$ cat config.mk
export PLATFORM = sky130hd
export DESIGN_NAME = hid_keyboard_to_ps2_set1
export DESIGN_NICKNAME = d
export VERILOG_FILES = /design/src/hdl/hk2ps2_pkg.sv /design/src/hdl/hid_keyboard_to_ps2_set1.sv /design/src/hdl/hk2ps2_lane.sv /design/src/hdl/hk2ps2_merge.sv
export SDC_FILE = /design/constraint.sdc
export NUM_CORES = 2
export LEC_CHECK = 0
export BUFFER_PORTS_ARGS = -buffer_cell sky130_fd_sc_hd__clkbuf_2
export CAP_MARGIN = 20
export CORE_MARGIN = 2
export CORE_UTILIZATION = 45
export DETAILED_ROUTE_END_ITERATION = 6
export PLACE_DENSITY = 0.56
export SYNTH_ARGS = -nofsm -noshare
export SYNTH_HDL_FRONTEND = slang
export SYNTH_SLANG_ARGS = --single-unit
export TNS_END_PERCENT = 1
$ cat constraint.sdc
create_clock -name clock -period 12.6 [get_ports clock]
set_input_delay 0.63 -clock clock [delete_from_list [all_inputs] [get_ports clock]]
set_output_delay 0.63 -clock clock [all_outputs]
set_load 0.01 [all_outputs]
$ cat src/hdl/hk2ps2_pkg.sv
// shared types, constants and usage tables for the hid to ps/2 set 1 translator
package hk2ps2_pkg;

   localparam int KEY_SLOTS = 6;
   localparam int EV_COUNT  = 8 + 2 * KEY_SLOTS;

   localparam logic [7:0] EXT_PREFIX = 8'hE0;
   localparam logic [7:0] BREAK_BIT  = 8'h80;

   typedef logic [8:0] code_type;

   typedef enum logic [1:0] {
      ST_IDLE,
      ST_SCAN,
      ST_PREFIX,
      ST_CODE
   } state_type;

   function automatic code_type modifier_code(input logic [2:0] idx);
      code_type c;
      case (idx)
         3'd0: c = 9'h01D;
         3'd1: c = 9'h02A;
         3'd2: c = 9'h038;
         3'd3: c = 9'h15B;
         3'd4: c = 9'h11D;
         3'd5: c = 9'h036;
         3'd6: c = 9'h138;
         3'd7: c = 9'h15C;
         default: c = 9'h000;
      endcase
      return c;
   endfunction

   function automatic code_type usage_code(input logic [7:0] u);
      code_type c;
      case (u)
         8'h04: c = 9'h01E; 8'h05: c = 9'h030; 8'h06: c = 9'h02E; 8'h07: c = 9'h020;
         8'h08: c = 9'h012; 8'h09: c = 9'h021; 8'h0A: c = 9'h022; 8'h0B: c = 9'h023;
         8'h0C: c = 9'h017; 8'h0D: c = 9'h024; 8'h0E: c = 9'h025; 8'h0F: c = 9'h026;
         8'h10: c = 9'h032; 8'h11: c = 9'h031; 8'h12: c = 9'h018; 8'h13: c = 9'h019;
         8'h14: c = 9'h010; 8'h15: c = 9'h013; 8'h16: c = 9'h01F; 8'h17: c = 9'h014;
         8'h18: c = 9'h016; 8'h19: c = 9'h02F; 8'h1A: c = 9'h011; 8'h1B: c = 9'h02D;
         8'h1C: c = 9'h015; 8'h1D: c = 9'h02C;
         8'h1E: c = 9'h002; 8'h1F: c = 9'h003; 8'h20: c = 9'h004; 8'h21: c = 9'h005;
         8'h22: c = 9'h006; 8'h23: c = 9'h007; 8'h24: c = 9'h008; 8'h25: c = 9'h009;
         8'h26: c = 9'h00A; 8'h27: c = 9'h00B;
         8'h28: c = 9'h01C; 8'h29: c = 9'h001; 8'h2A: c = 9'h00E; 8'h2B: c = 9'h00F;
         8'h2C: c = 9'h039; 8'h2D: c = 9'h00C; 8'h2E: c = 9'h00D; 8'h2F: c = 9'h01A;
         8'h30: c = 9'h01B; 8'h31: c = 9'h02B; 8'h32: c = 9'h02B; 8'h33: c = 9'h027;
         8'h34: c = 9'h028; 8'h35: c = 9'h029; 8'h36: c = 9'h033; 8'h37: c = 9'h034;
         8'h38: c = 9'h035; 8'h39: c = 9'h03A;
         8'h3A: c = 9'h03B; 8'h3B: c = 9'h03C; 8'h3C: c = 9'h03D; 8'h3D: c = 9'h03E;
         8'h3E: c = 9'h03F; 8'h3F: c = 9'h040; 8'h40: c = 9'h041; 8'h41: c = 9'h042;
         8'h42: c = 9'h043; 8'h43: c = 9'h044; 8'h44: c = 9'h057; 8'h45: c = 9'h058;
         8'h46: c = 9'h137; 8'h47: c = 9'h046; 8'h48: c = 9'h045; 8'h49: c = 9'h152;
         8'h4A: c = 9'h147; 8'h4B: c = 9'h149; 8'h4C: c = 9'h153; 8'h4D: c = 9'h14F;
         8'h4E: c = 9'h151; 8'h4F: c = 9'h14D; 8'h50: c = 9'h14B; 8'h51: c = 9'h150;
         8'h52: c = 9'h148; 8'h53: c = 9'h045; 8'h54: c = 9'h135; 8'h55: c = 9'h037;
         8'h56: c = 9'h04A; 8'h57: c = 9'h04E; 8'h58: c = 9'h11C;
         8'h59: c = 9'h04F; 8'h5A: c = 9'h050; 8'h5B: c = 9'h051; 8'h5C: c = 9'h04B;
         8'h5D: c = 9'h04C; 8'h5E: c = 9'h04D; 8'h5F: c = 9'h047; 8'h60: c = 9'h048;
         8'h61: c = 9'h049; 8'h62: c = 9'h052; 8'h63: c = 9'h053; 8'h64: c = 9'h056;
         8'h65: c = 9'h15F;
         8'hE0, 8'hE1, 8'hE2, 8'hE3, 8'hE4, 8'hE5, 8'hE6, 8'hE7:
            c = modifier_code(u[2:0]);
         default: c = 9'h000;
      endcase
      return c;
   endfunction

endpackage

$ cat src/hdl/hid_keyboard_to_ps2_set1.sv
// top level: hid boot keyboard report to ps/2 set 1 scancode byte stream
// Usage: one report transfers on req_ (modifiers and six key usages). The
// block compares it with the previous report and emits ps/2 set 1 bytes on
// rsp_, one byte per transfer, rsp_last_byte marking the last byte of the
// report. A report with no change emits nothing.
// Lanes compare every slot in parallel, combinationally; a sequencer then walks
// the 20 event slots (8 modifier bits, 6 breaks, 6 makes), one slot per
// cycle while no slot fires; a firing slot also passes the prefix state (for
// extended codes) and the code state, which wait while the receiver stalls.
// A report can cause at most 36 bytes.
// req_ready is high only while idle; one report is handled at a time.
// Reset clears the stored previous report to zero and drops any pending work.
// When the receiver stalls, the current byte holds on rsp_ and the sequencer
// waits; nothing is lost.
module hid_keyboard_to_ps2_set1 (
   input  logic       clock,
   input  logic       reset,
   input  logic       req_valid,
   output logic       req_ready,
   input  logic [7:0] req_modifiers,
   input  logic [7:0] req_key_slot_0,
   input  logic [7:0] req_key_slot_1,
   input  logic [7:0] req_key_slot_2,
   input  logic [7:0] req_key_slot_3,
   input  logic [7:0] req_key_slot_4,
   input  logic [7:0] req_key_slot_5,
   output logic       rsp_valid,
   input  logic       rsp_ready,
   output logic [7:0] rsp_scancode_byte,
   output logic       rsp_last_byte
);
   localparam int K = hk2ps2_pkg::KEY_SLOTS;
   localparam int N = hk2ps2_pkg::EV_COUNT;
   localparam int IW = $clog2(N);

   hk2ps2_pkg::state_type state_ff, state_in;
   logic [7:0] prior_mods_ff;
   logic [K-1:0][7:0] prior_keys_ff;
   logic [N-1:0] fire_ff, fire_in;
   hk2ps2_pkg::code_type [N-1:0] code_ff;
   logic [N-1:0] make_ff;
   logic [IW-1:0] idx_ff, idx_in;
   logic [7:0] byte_ff, byte_in;
   logic last_ff, last_in, out_valid_ff, out_valid_in;

   logic [K-1:0][7:0] keys_now;
   logic [N-1:0] ev_fire, ev_make;
   hk2ps2_pkg::code_type [N-1:0] ev_code;
   logic [N-1:0] rest_mask;
   logic rest_any;
   hk2ps2_pkg::code_type cur_code;

   assign keys_now = {req_key_slot_5, req_key_slot_4, req_key_slot_3,
                      req_key_slot_2, req_key_slot_1, req_key_slot_0};

   hk2ps2_merge u_merge (
      .mods_now(req_modifiers), .mods_was(prior_mods_ff),
      .keys_now(keys_now), .keys_was(prior_keys_ff),
      .ev_fire(ev_fire), .ev_code(ev_code), .ev_make(ev_make)
   );

   assign req_ready = (state_ff == hk2ps2_pkg::ST_IDLE);
   assign rsp_valid = out_valid_ff;
   assign rsp_scancode_byte = byte_ff;
   assign rsp_last_byte = last_ff;
   assign cur_code = code_ff[idx_ff];

   // any event after the current one still pending
   always_comb begin
      for (int i = 0; i < N; i++) rest_mask[i] = (IW'(i) > idx_ff);
      rest_any = |(fire_ff & rest_mask);
   end

   always_comb begin
      state_in = state_ff;
      idx_in = idx_ff;
      fire_in = fire_ff;
      byte_in = byte_ff;
      last_in = last_ff;
      out_valid_in = out_valid_ff;
      if (out_valid_ff && rsp_ready) out_valid_in = 1'b0;
      case (state_ff)
         hk2ps2_pkg::ST_IDLE: begin
            if (req_valid) begin
               fire_in = ev_fire;
               idx_in = '0;
               state_in = hk2ps2_pkg::ST_SCAN;
            end
         end
         hk2ps2_pkg::ST_SCAN: begin
            if (!fire_ff[idx_ff]) begin
               if (idx_ff == IW'(N - 1)) state_in = hk2ps2_pkg::ST_IDLE;
               else idx_in = idx_ff + 1'b1;
            end else if (cur_code[8]) begin
               state_in = hk2ps2_pkg::ST_PREFIX;
            end else begin
               state_in = hk2ps2_pkg::ST_CODE;
            end
         end
         hk2ps2_pkg::ST_PREFIX: begin
            if (!out_valid_ff || rsp_ready) begin
               out_valid_in = 1'b1;
               byte_in = hk2ps2_pkg::EXT_PREFIX;
               last_in = 1'b0;
               state_in = hk2ps2_pkg::ST_CODE;
            end
         end
         hk2ps2_pkg::ST_CODE: begin
            if (!out_valid_ff || rsp_ready) begin
               out_valid_in = 1'b1;
               byte_in = make_ff[idx_ff] ? cur_code[7:0]
                                         : (cur_code[7:0] | hk2ps2_pkg::BREAK_BIT);
               last_in = !rest_any;
               if (idx_ff == IW'(N - 1)) state_in = hk2ps2_pkg::ST_IDLE;
               else begin
                  idx_in = idx_ff + 1'b1;
                  state_in = hk2ps2_pkg::ST_SCAN;
               end
            end
         end
         default: state_in = hk2ps2_pkg::ST_IDLE;
      endcase
   end

   always_ff @(posedge clock) begin
      if (reset) begin
         state_ff <= hk2ps2_pkg::ST_IDLE;
         out_valid_ff <= 1'b0;
         prior_mods_ff <= '0;
         prior_keys_ff <= '0;
         idx_ff <= '0;
         fire_ff <= '0;
      end else begin
         state_ff <= state_in;
         out_valid_ff <= out_valid_in;
         idx_ff <= idx_in;
         fire_ff <= fire_in;
         if (req_valid && req_ready) begin
            prior_mods_ff <= req_modifiers;
            prior_keys_ff <= keys_now;
         end
      end
   end

   always_ff @(posedge clock) begin
      byte_ff <= byte_in;
      last_ff <= last_in;
      if (req_valid && req_ready) begin
         code_ff <= ev_code;
         make_ff <= ev_make;
      end
   end
endmodule

$ cat src/hdl/hk2ps2_lane.sv
// one key lane: checks one slot against the other report and maps its usage
module hk2ps2_lane (
   input  logic [7:0]                      key,
   input  logic [hk2ps2_pkg::KEY_SLOTS-1:0][7:0] other,
   output logic                            fire,
   output hk2ps2_pkg::code_type            code
);
   logic held;

   always_comb begin
      held = 1'b0;
      for (int j = 0; j < hk2ps2_pkg::KEY_SLOTS; j++) begin
         if (other[j] == key) held = 1'b1;
      end
      code = hk2ps2_pkg::usage_code(key);
      fire = (key != 8'h00) && (key != 8'h01) && !held && (code != 9'h000);
   end
endmodule

$ cat src/hdl/hk2ps2_merge.sv
// event list builder: modifier changes, breaks and makes in emission order
module hk2ps2_merge (
   input  logic [7:0]                            mods_now,
   input  logic [7:0]                            mods_was,
   input  logic [hk2ps2_pkg::KEY_SLOTS-1:0][7:0] keys_now,
   input  logic [hk2ps2_pkg::KEY_SLOTS-1:0][7:0] keys_was,
   output logic [hk2ps2_pkg::EV_COUNT-1:0]       ev_fire,
   output hk2ps2_pkg::code_type [hk2ps2_pkg::EV_COUNT-1:0] ev_code,
   output logic [hk2ps2_pkg::EV_COUNT-1:0]       ev_make
);
   localparam int K = hk2ps2_pkg::KEY_SLOTS;
   logic [K-1:0] brk_fire, mk_fire;
   hk2ps2_pkg::code_type [K-1:0] brk_code, mk_code;

   for (genvar i = 0; i < K; i++) begin : g_lane
      hk2ps2_lane u_brk (
         .key(keys_was[i]), .other(keys_now), .fire(brk_fire[i]), .code(brk_code[i])
      );
      hk2ps2_lane u_mk (
         .key(keys_now[i]), .other(keys_was), .fire(mk_fire[i]), .code(mk_code[i])
      );
   end

   always_comb begin
      for (int i = 0; i < 8; i++) begin
         ev_fire[i] = mods_now[i] ^ mods_was[i];
         ev_code[i] = hk2ps2_pkg::modifier_code(3'(i));
         ev_make[i] = mods_now[i];
      end
      for (int i = 0; i < K; i++) begin
         ev_fire[8+i]   = brk_fire[i];
         ev_code[8+i]   = brk_code[i];
         ev_make[8+i]   = 1'b0;
         ev_fire[8+K+i] = mk_fire[i];
         ev_code[8+K+i] = mk_code[i];
         ev_make[8+K+i] = 1'b1;
      end
   end
endmodule

# Word level (Yosys, flattened, before mapping)
# Memories as Yosys holds them, arrays and structs flattened. A register that Yosys moved wholly into a read port is not among the register bits.
# Index checks and enable logic that the tools add are counted.
word_totals:
  ff_bits: 209
  romBits: 768
  out_inout_bits: 11
  elab_cells: 1681
  memories: 12
memory_table:
  columns: ["name", "words", "width", "read_ports", "rd_ports_with_merged_regs", "write_ports", "line", "text"]
  rows:
  - ["(name not given)", 8, 8, 1, 1, 0, "hk2ps2_pkg.sv:21", "case (idx)"]
  - ["(name not given)", 8, 8, 1, 0, 0, "hk2ps2_pkg.sv:21", null]
  - ["(name not given)", 8, 8, 1, 1, 0, "hk2ps2_pkg.sv:21", null]
  - ["(name not given)", 8, 8, 1, 0, 0, "hk2ps2_pkg.sv:21", null]
  - ["(name not given)", 8, 8, 1, 1, 0, "hk2ps2_pkg.sv:21", null]
  - ["(name not given)", 8, 8, 1, 0, 0, "hk2ps2_pkg.sv:21", null]
  - ["+6 memories", null, null, null, null, null, null, null]
classes:
  addsub: 1
  order_cmp: 21
  n_eq_ne: 1365
  n_mux: 125
  bitwise: 9
  n_reduce_logical: 122
ops:
  columns: ["operator", "count"]
  rows:
  - ["case mux 9 bit (97 select lines)", 12]
  - ["equality test 8 x 7 -> 1 bit (second input constant)", 456]
  - ["equality test 8 x 6 -> 1 bit (second input constant)", 384]
  - ["equality test 8 x 5 -> 1 bit (second input constant)", 192]
  - ["equality test 8 x 4 -> 1 bit (second input constant)", 96]
  - ["equality test 8 bit (second input constant)", 96]
  - ["equality test 8 bit", 72]
  - ["equality test 8 x 3 -> 1 bit (second input constant)", 48]
  - ["nonzero test 9 bit", 12]
  - ["inequality test 8 x 1 -> 1 bit (second input constant)", 12]
  - ["nonzero test 8 bit", 12]
  - ["OR reduction 8 bit", 12]
  - ["two-way mux 1 bit", 81]
  - ["OR reduction 2 bit", 25]
  - ["binary-select mux 9 bit (select 5 bit)", 1]
  - ["> comparator 4 x 5 -> 1 bit (first input constant)", 8]
  - ["logical AND 1 bit", 38]
  - ["two-way mux 3 bit", 12]
  - ["two-way mux 8 bit", 3]
  - ["AND 20 bit", 1]
  - ["> comparator 3 x 5 -> 1 bit (first input constant)", 4]
  - ["> comparator 5 bit (first input constant)", 4]
  - ["two-way mux 5 bit", 4]
  - ["OR reduction 20 bit", 1]
  - ["25 further kinds", 57]

# Logic depth before layout (Yosys ltp)
depth:
  word_depth: 10
  ltp_mapped: 12
  depth_no_buf: 9

# Modules after synthesis
# Synthesis repeated with hierarchy kept, for this count alone.
hier_totals:
  hier_cells: 5389
  area_unflattened_um2: 41165.7
by_module_without_submodules:
  columns: ["module", "n_inst", "cells_per_inst", "area_per_inst_um2"]
  rows:
  - ["hk2ps2_lane (u_merge.g_lane[2].u_brk ...)", 5, 372, 2453.6]
  - ["hid_keyboard_to_ps2_set1", 1, 866, 11494.8]
  - ["hk2ps2_lane (u_merge.g_lane[0].u_mk ...)", 2, 355, 2290.9]
  - ["hk2ps2_lane (u_merge.g_lane[0].u_brk)", 1, 375, 2498.6]
  - ["hk2ps2_lane (u_merge.g_lane[3].u_brk)", 1, 380, 2478.6]
  - ["hk2ps2_lane (u_merge.g_lane[4].u_brk)", 1, 372, 2429.8]
  - ["hk2ps2_lane (u_merge.g_lane[1].u_brk)", 1, 377, 2404.8]
  - ["hk2ps2_lane (u_merge.g_lane[3].u_mk)", 1, 347, 2240.9]
  - ["hk2ps2_merge", 1, 102, 768.2]

# Worst setup path after synthesis
# OpenSTA, ideal clock, no wires.
synth_path:
  path_type: "input port to flip-flop"
  start: "input port req_valid"
  end: "register code_ff[100] (netlist bit), enable pin"
  setup_ns: 0.509
  arrival_ns: 4.983
  required_time_ns: 12.091
  setup_slack_ns: 7.108
  cell_stages: 6
  cell_sequence: "or3b_2 clkbuf_1 clkinv_1 clkbuf_1 clkbuf_1 buf_1"
synth_via:
  elab_chain_len: 1
synth_rtl:
  columns: ["item", "line", "text"]
  rows:
  - ["from (decl)", "hid_keyboard_to_ps2_set1.sv:18", "input logic req_valid,"]
  - ["logical AND 1 bit", "hid_keyboard_to_ps2_set1.sv:148", "if (req_valid && req_ready) begin"]
  - ["to (signal assigned)", "hid_keyboard_to_ps2_set1.sv:149", "code_ff <= ev_code;"]
  - ["to (decl)", "hid_keyboard_to_ps2_set1.sv:40", "hk2ps2_pkg::code_type [N-1:0] code_ff;"]
# No other way between the ends.
# A chain may end at the register's enable or synchronous reset.

# Final worst setup path
layout_path:
  start: "register state_ff[0]"
  end: "register fire_ff[10]"
layout_via:
  elab_chain_len: 2
layout_rtl:
  columns: ["item", "line", "text"]
  rows:
  - ["from (decl)", "hid_keyboard_to_ps2_set1.sv:36", "hk2ps2_pkg::state_type state_ff, state_in;"]
  - ["from (signal assigned)", "hid_keyboard_to_ps2_set1.sv:127", "state_ff <= hk2ps2_pkg::ST_IDLE;"]
  - ["from (signal assigned)", "hid_keyboard_to_ps2_set1.sv:134", "state_ff <= state_in;"]
  - ["logical NOT 2 bit", "hid_keyboard_to_ps2_set1.sv:82", "case (state_ff)"]
  - ["AND reduction 2 bit (no line)", null, null]
  - ["to (signal assigned)", "hid_keyboard_to_ps2_set1.sv:137", "fire_ff <= fire_in;"]
  - ["to (decl)", "hid_keyboard_to_ps2_set1.sv:39", "logic [N-1:0] fire_ff, fire_in;"]
# No other way between the ends.

==> impl_metrics.ini <==
[outcome]
status = finished with violations
violations = DRC

[sta]
finalMaxSlewViolations = 0
minimum_period_implied_by_the_final_worst_setup_slack_ps = 4040
setup_clock_skew_after_layout_ps = 28.3
clock.fmax_mhz = 247
finalCritPeriodShare = 0.321
actual_slew_at_the_worst_max_slew_pin_ps = 1160
post-route-worst-setup-slack_ps = 8560
timing.max_slew.rel_slack = 0.213
setup_viol_count_final = 0
timing_hold_violations_final = 0
grt_setup_unrepaired = no
totalNegativeSetupSlack_ps = 0

[setup_path]
timing.critical_path.depth = 9
worstSetupPathType = reg2reg
worst_path_most_repeated_cell = buf_4
worstSetupEndpoint = fire_ff[10]
worst_setup_path_startpoint = state_ff[0]
worst_setup_path_end_kind = flop
critPathArrivalTime_ps = 4540
cp_max_fo = 70
series_of_cell_instances_along_the_critical_path = or3b_4 -> buf_4 -> inv_6 -> buf_4 -> nor2_2 -> buf_4 -> a21o_1 -> or4_1 -> o41a_1
critical-path-slowest-cell = or3b_4
timing.critical_path.buf_inv = 4
rr_startpoint = state_ff[0]
critical_path.startpoint_type = flop
path_delay_family = buffers and inverters
cp_slowest_stage_delay_ps = 670
reg2reg_to = fire_ff[10]
rrSetupSlack_ps = 8560
cell_depth_of_the_worst_flop_to_flop_path = 9
worst-endpoint-required_ps = 13100

[clock_tree]
cts_setup_buffers = 0
cts.sink_count = 245
clk_root_buffer_cell = clkbuf_16
htreeDepth = 1
clk_path_buf_depth = 3
cts_buffers = 31
cts.repair.resized = 0
worstSkewPairLatency_ps = 620
clkSlewWorstSetupHoldPaths_ps = 60
hold_buffers = 0
tritoncts = yes

[power_and_ir_drop]
power.density_cell_area_nw_per_um2 = 92.3
power.combinational.fraction = 0.383
power_report.internal_total_uw = 1930
power.clock.fraction = 0.308
seq_power_share = 0.308
static-leakage-power_uw = 0.0116
power.net_switching_uw = 1310
maximum_vdd_ir_drop_mv = 0.0922
fin_total_pwr_uw = 3240
sw_frac_of_total = 0.403

[global_routing]
grt_antenna_before_repair = 5
grt_pass1_wl_um = 222000
grt.total_usage = 0.362
grt_pass1_vias = 34928
grt_max_degree = 74
grt-ovfl-total = 0

[synthesis]
ys.warnings.count = 0
post_synth_top_cells = nand2_1, clkbuf_1, a21oi_1
synth_seq_cells = 245
syn_area_um2 = 33700
post-synth-top-count-cell = nand2_1
postSynthNetCount = 4864
synth-async-reset-ratio = 0
yosys.area.top_type_share = 0.101
synth_cell_type_count = 100
yosysSeqAreaShare = 0.179
netlist.top_cell.by_area = edfxtp_1
count_of_flip_flops_with_a_built_in_enable_after_synthesis = 113
synth_ff_type = dfxtp_1
number_of_cells_produced_by_synthesis = 4749
syn-mean-instance-area_um2 = 7.09
synth_top_cells_by_area = edfxtp_1, dfxtp_1, xnor2_1

[floorplan]
die-width_um = 278
die_area_um2 = 77000
pin_count = 71
fp.coreArea_um2 = 74200
core.rowCount = 100
die_height_um = 278
floorplan.initialDensity = 0.454

[layout]
syn2layout_area_growth_pct = 4.36
fillers = 7516
nets = 4530
layout.core_utilization = 0.474
drive_gt1_frac = 0.101

[routing]
drt_iter0_drc = 6786
vias_per_cell = 7.22
number_of_nets_still_failing_antenna_checks_after_routing = 0
drtPass1Iterations = 7
routed-via-count = 39053
detail_route.drc_violations = 4
postRouteWirelength_um = 147000
post_drt_wl_per_cell_um = 27.2

[placement]
gpl_wtd_cong = 1.01
preCtsSetupSlack_ps = 8310
post-dp-hpwl_um = 99400
port_buffers = 70

[flow_run]
timing.max_cap.violations = 0

[hold_path]
holdCritPathClass = in2reg
hold-path-cell-count = 1
==> kinds of logic after synthesis <==
| group | after synthesis | synth area share |
|---|---|---|
| and+or+nand+nor | 1994 | 0.326 |
| buffers and inverters | 663 | 0.0803 |
| AOI/OAI and AO/OA | 1396 | 0.276 |
| xor gates and xnor gates | 322 | 0.0842 |
| DFF | 245 | 0.179 |
| adders and majority gates | 58 | 0.0213 |
| muxes | 71 | 0.0334 |
==> area by class of cell <==
type / instances / area [um^2] / area share
diodes: 2 / 5.00 / 0.000142
flip-flops and latches: 245 / 6070 / 0.173
inverters: 100 / 380 / 0.0108
clock buffers: 39 / 878 / 0.0250
multi-input cells: 3841 / 25000 / 0.712
repair buffers: 196 / 1290 / 0.0368
clock inverters: 19 / 265 / 0.00755
well taps: 969 / 1210 / 0.0345
==> power groups by stage <==
stage	combinational (uW)	clock, uW	sequential, uW
4_1_cts	1200	1010	997
3_3_place_gp	1210	0	1010
2_1_floorplan	867	0	977
3_5_place_dp	1200	0	1010
5_1_grt	1320	1040	1010
6_report	1240	1000	1000
==> worst reg2reg max path, cell delays in order, from the launching register on <==
cell,delay [ps]
dfxtp_1,420
or3b_4,670
buf_4,400
inv_6,480
buf_4,690
nor2_2,80
buf_4,230
a21o_1,190
or4_1,390
o41a_1,380
==> routing by layer <==
layer	global-route usage	part of all wire
met2	0.558	0.43
met5	0	0.00014
met3	0.0569	0.11
met4	0.150	0.051
met1	0.502	0.41
==> worst min path at each step <==
| stage | start | endpoint | slack [ps] |
|---|---|---|---|
| after global routing | req_modifiers[2] | make_ff[2] | 230 |
| after CTS | req_modifiers[4] | make_ff[4] | 210 |
| after floorplan | fire_ff[14] | fire_ff[14] | 440 |
| after global placement | prior_mods_ff[3] | prior_mods_ff[3] | 450 |
| final | req_modifiers[4] | make_ff[4] | 240 |
| after detailed placement | prior_mods_ff[5] | prior_mods_ff[5] | 460 |
==> metrics by stage <==
stage | std cells | hold WS, ps | instance area (um^2)
after global placement | 5347 | 455 | 34000
after global routing | 5409 | 231 | 35100
final | 5411 | 235 | 35100
after floorplan | 4749 | 442 | 33700
after detailed placement | 5349 | 461 | 34000
after CTS | 5407 | 209 | 35100
==> layout by cell type, fill, tap and decap left out, types with 32 or more instances in the layout <==
cell	Yosys	final
xor2_1	92	92
dfxtp_1	132	103
o21ai_0	305	305
or3_1	37	37
o22ai_1	70	70
nor4_1	85	84
and3_1	32	32
nor2b_1	98	98
clkbuf_16	0	33
nor4b_1	48	41
edfxtp_1	113	113
a2111oi_0	38	38
o211ai_1	60	60
buf_4	11	124
nand2_1	489	489
inv_1	91	91
a211oi_1	60	60
nor3_1	124	124
o31ai_1	37	37
nand2b_1	98	98
clkbuf_2	0	70
nor3b_1	39	39
nor2_1	313	312
mux4_2	32	32
nand4_1	143	143
or2_2	43	43
nand3_1	179	179
xnor2_1	228	228
a22oi_1	48	48
and2_1	34	34
a21oi_1	348	348
o32ai_1	40	40
a31oi_1	62	62
a32oi_1	45	45
nor4bb_1	46	39
ha_1	55	55
Power figures use the tool's default switching activity.
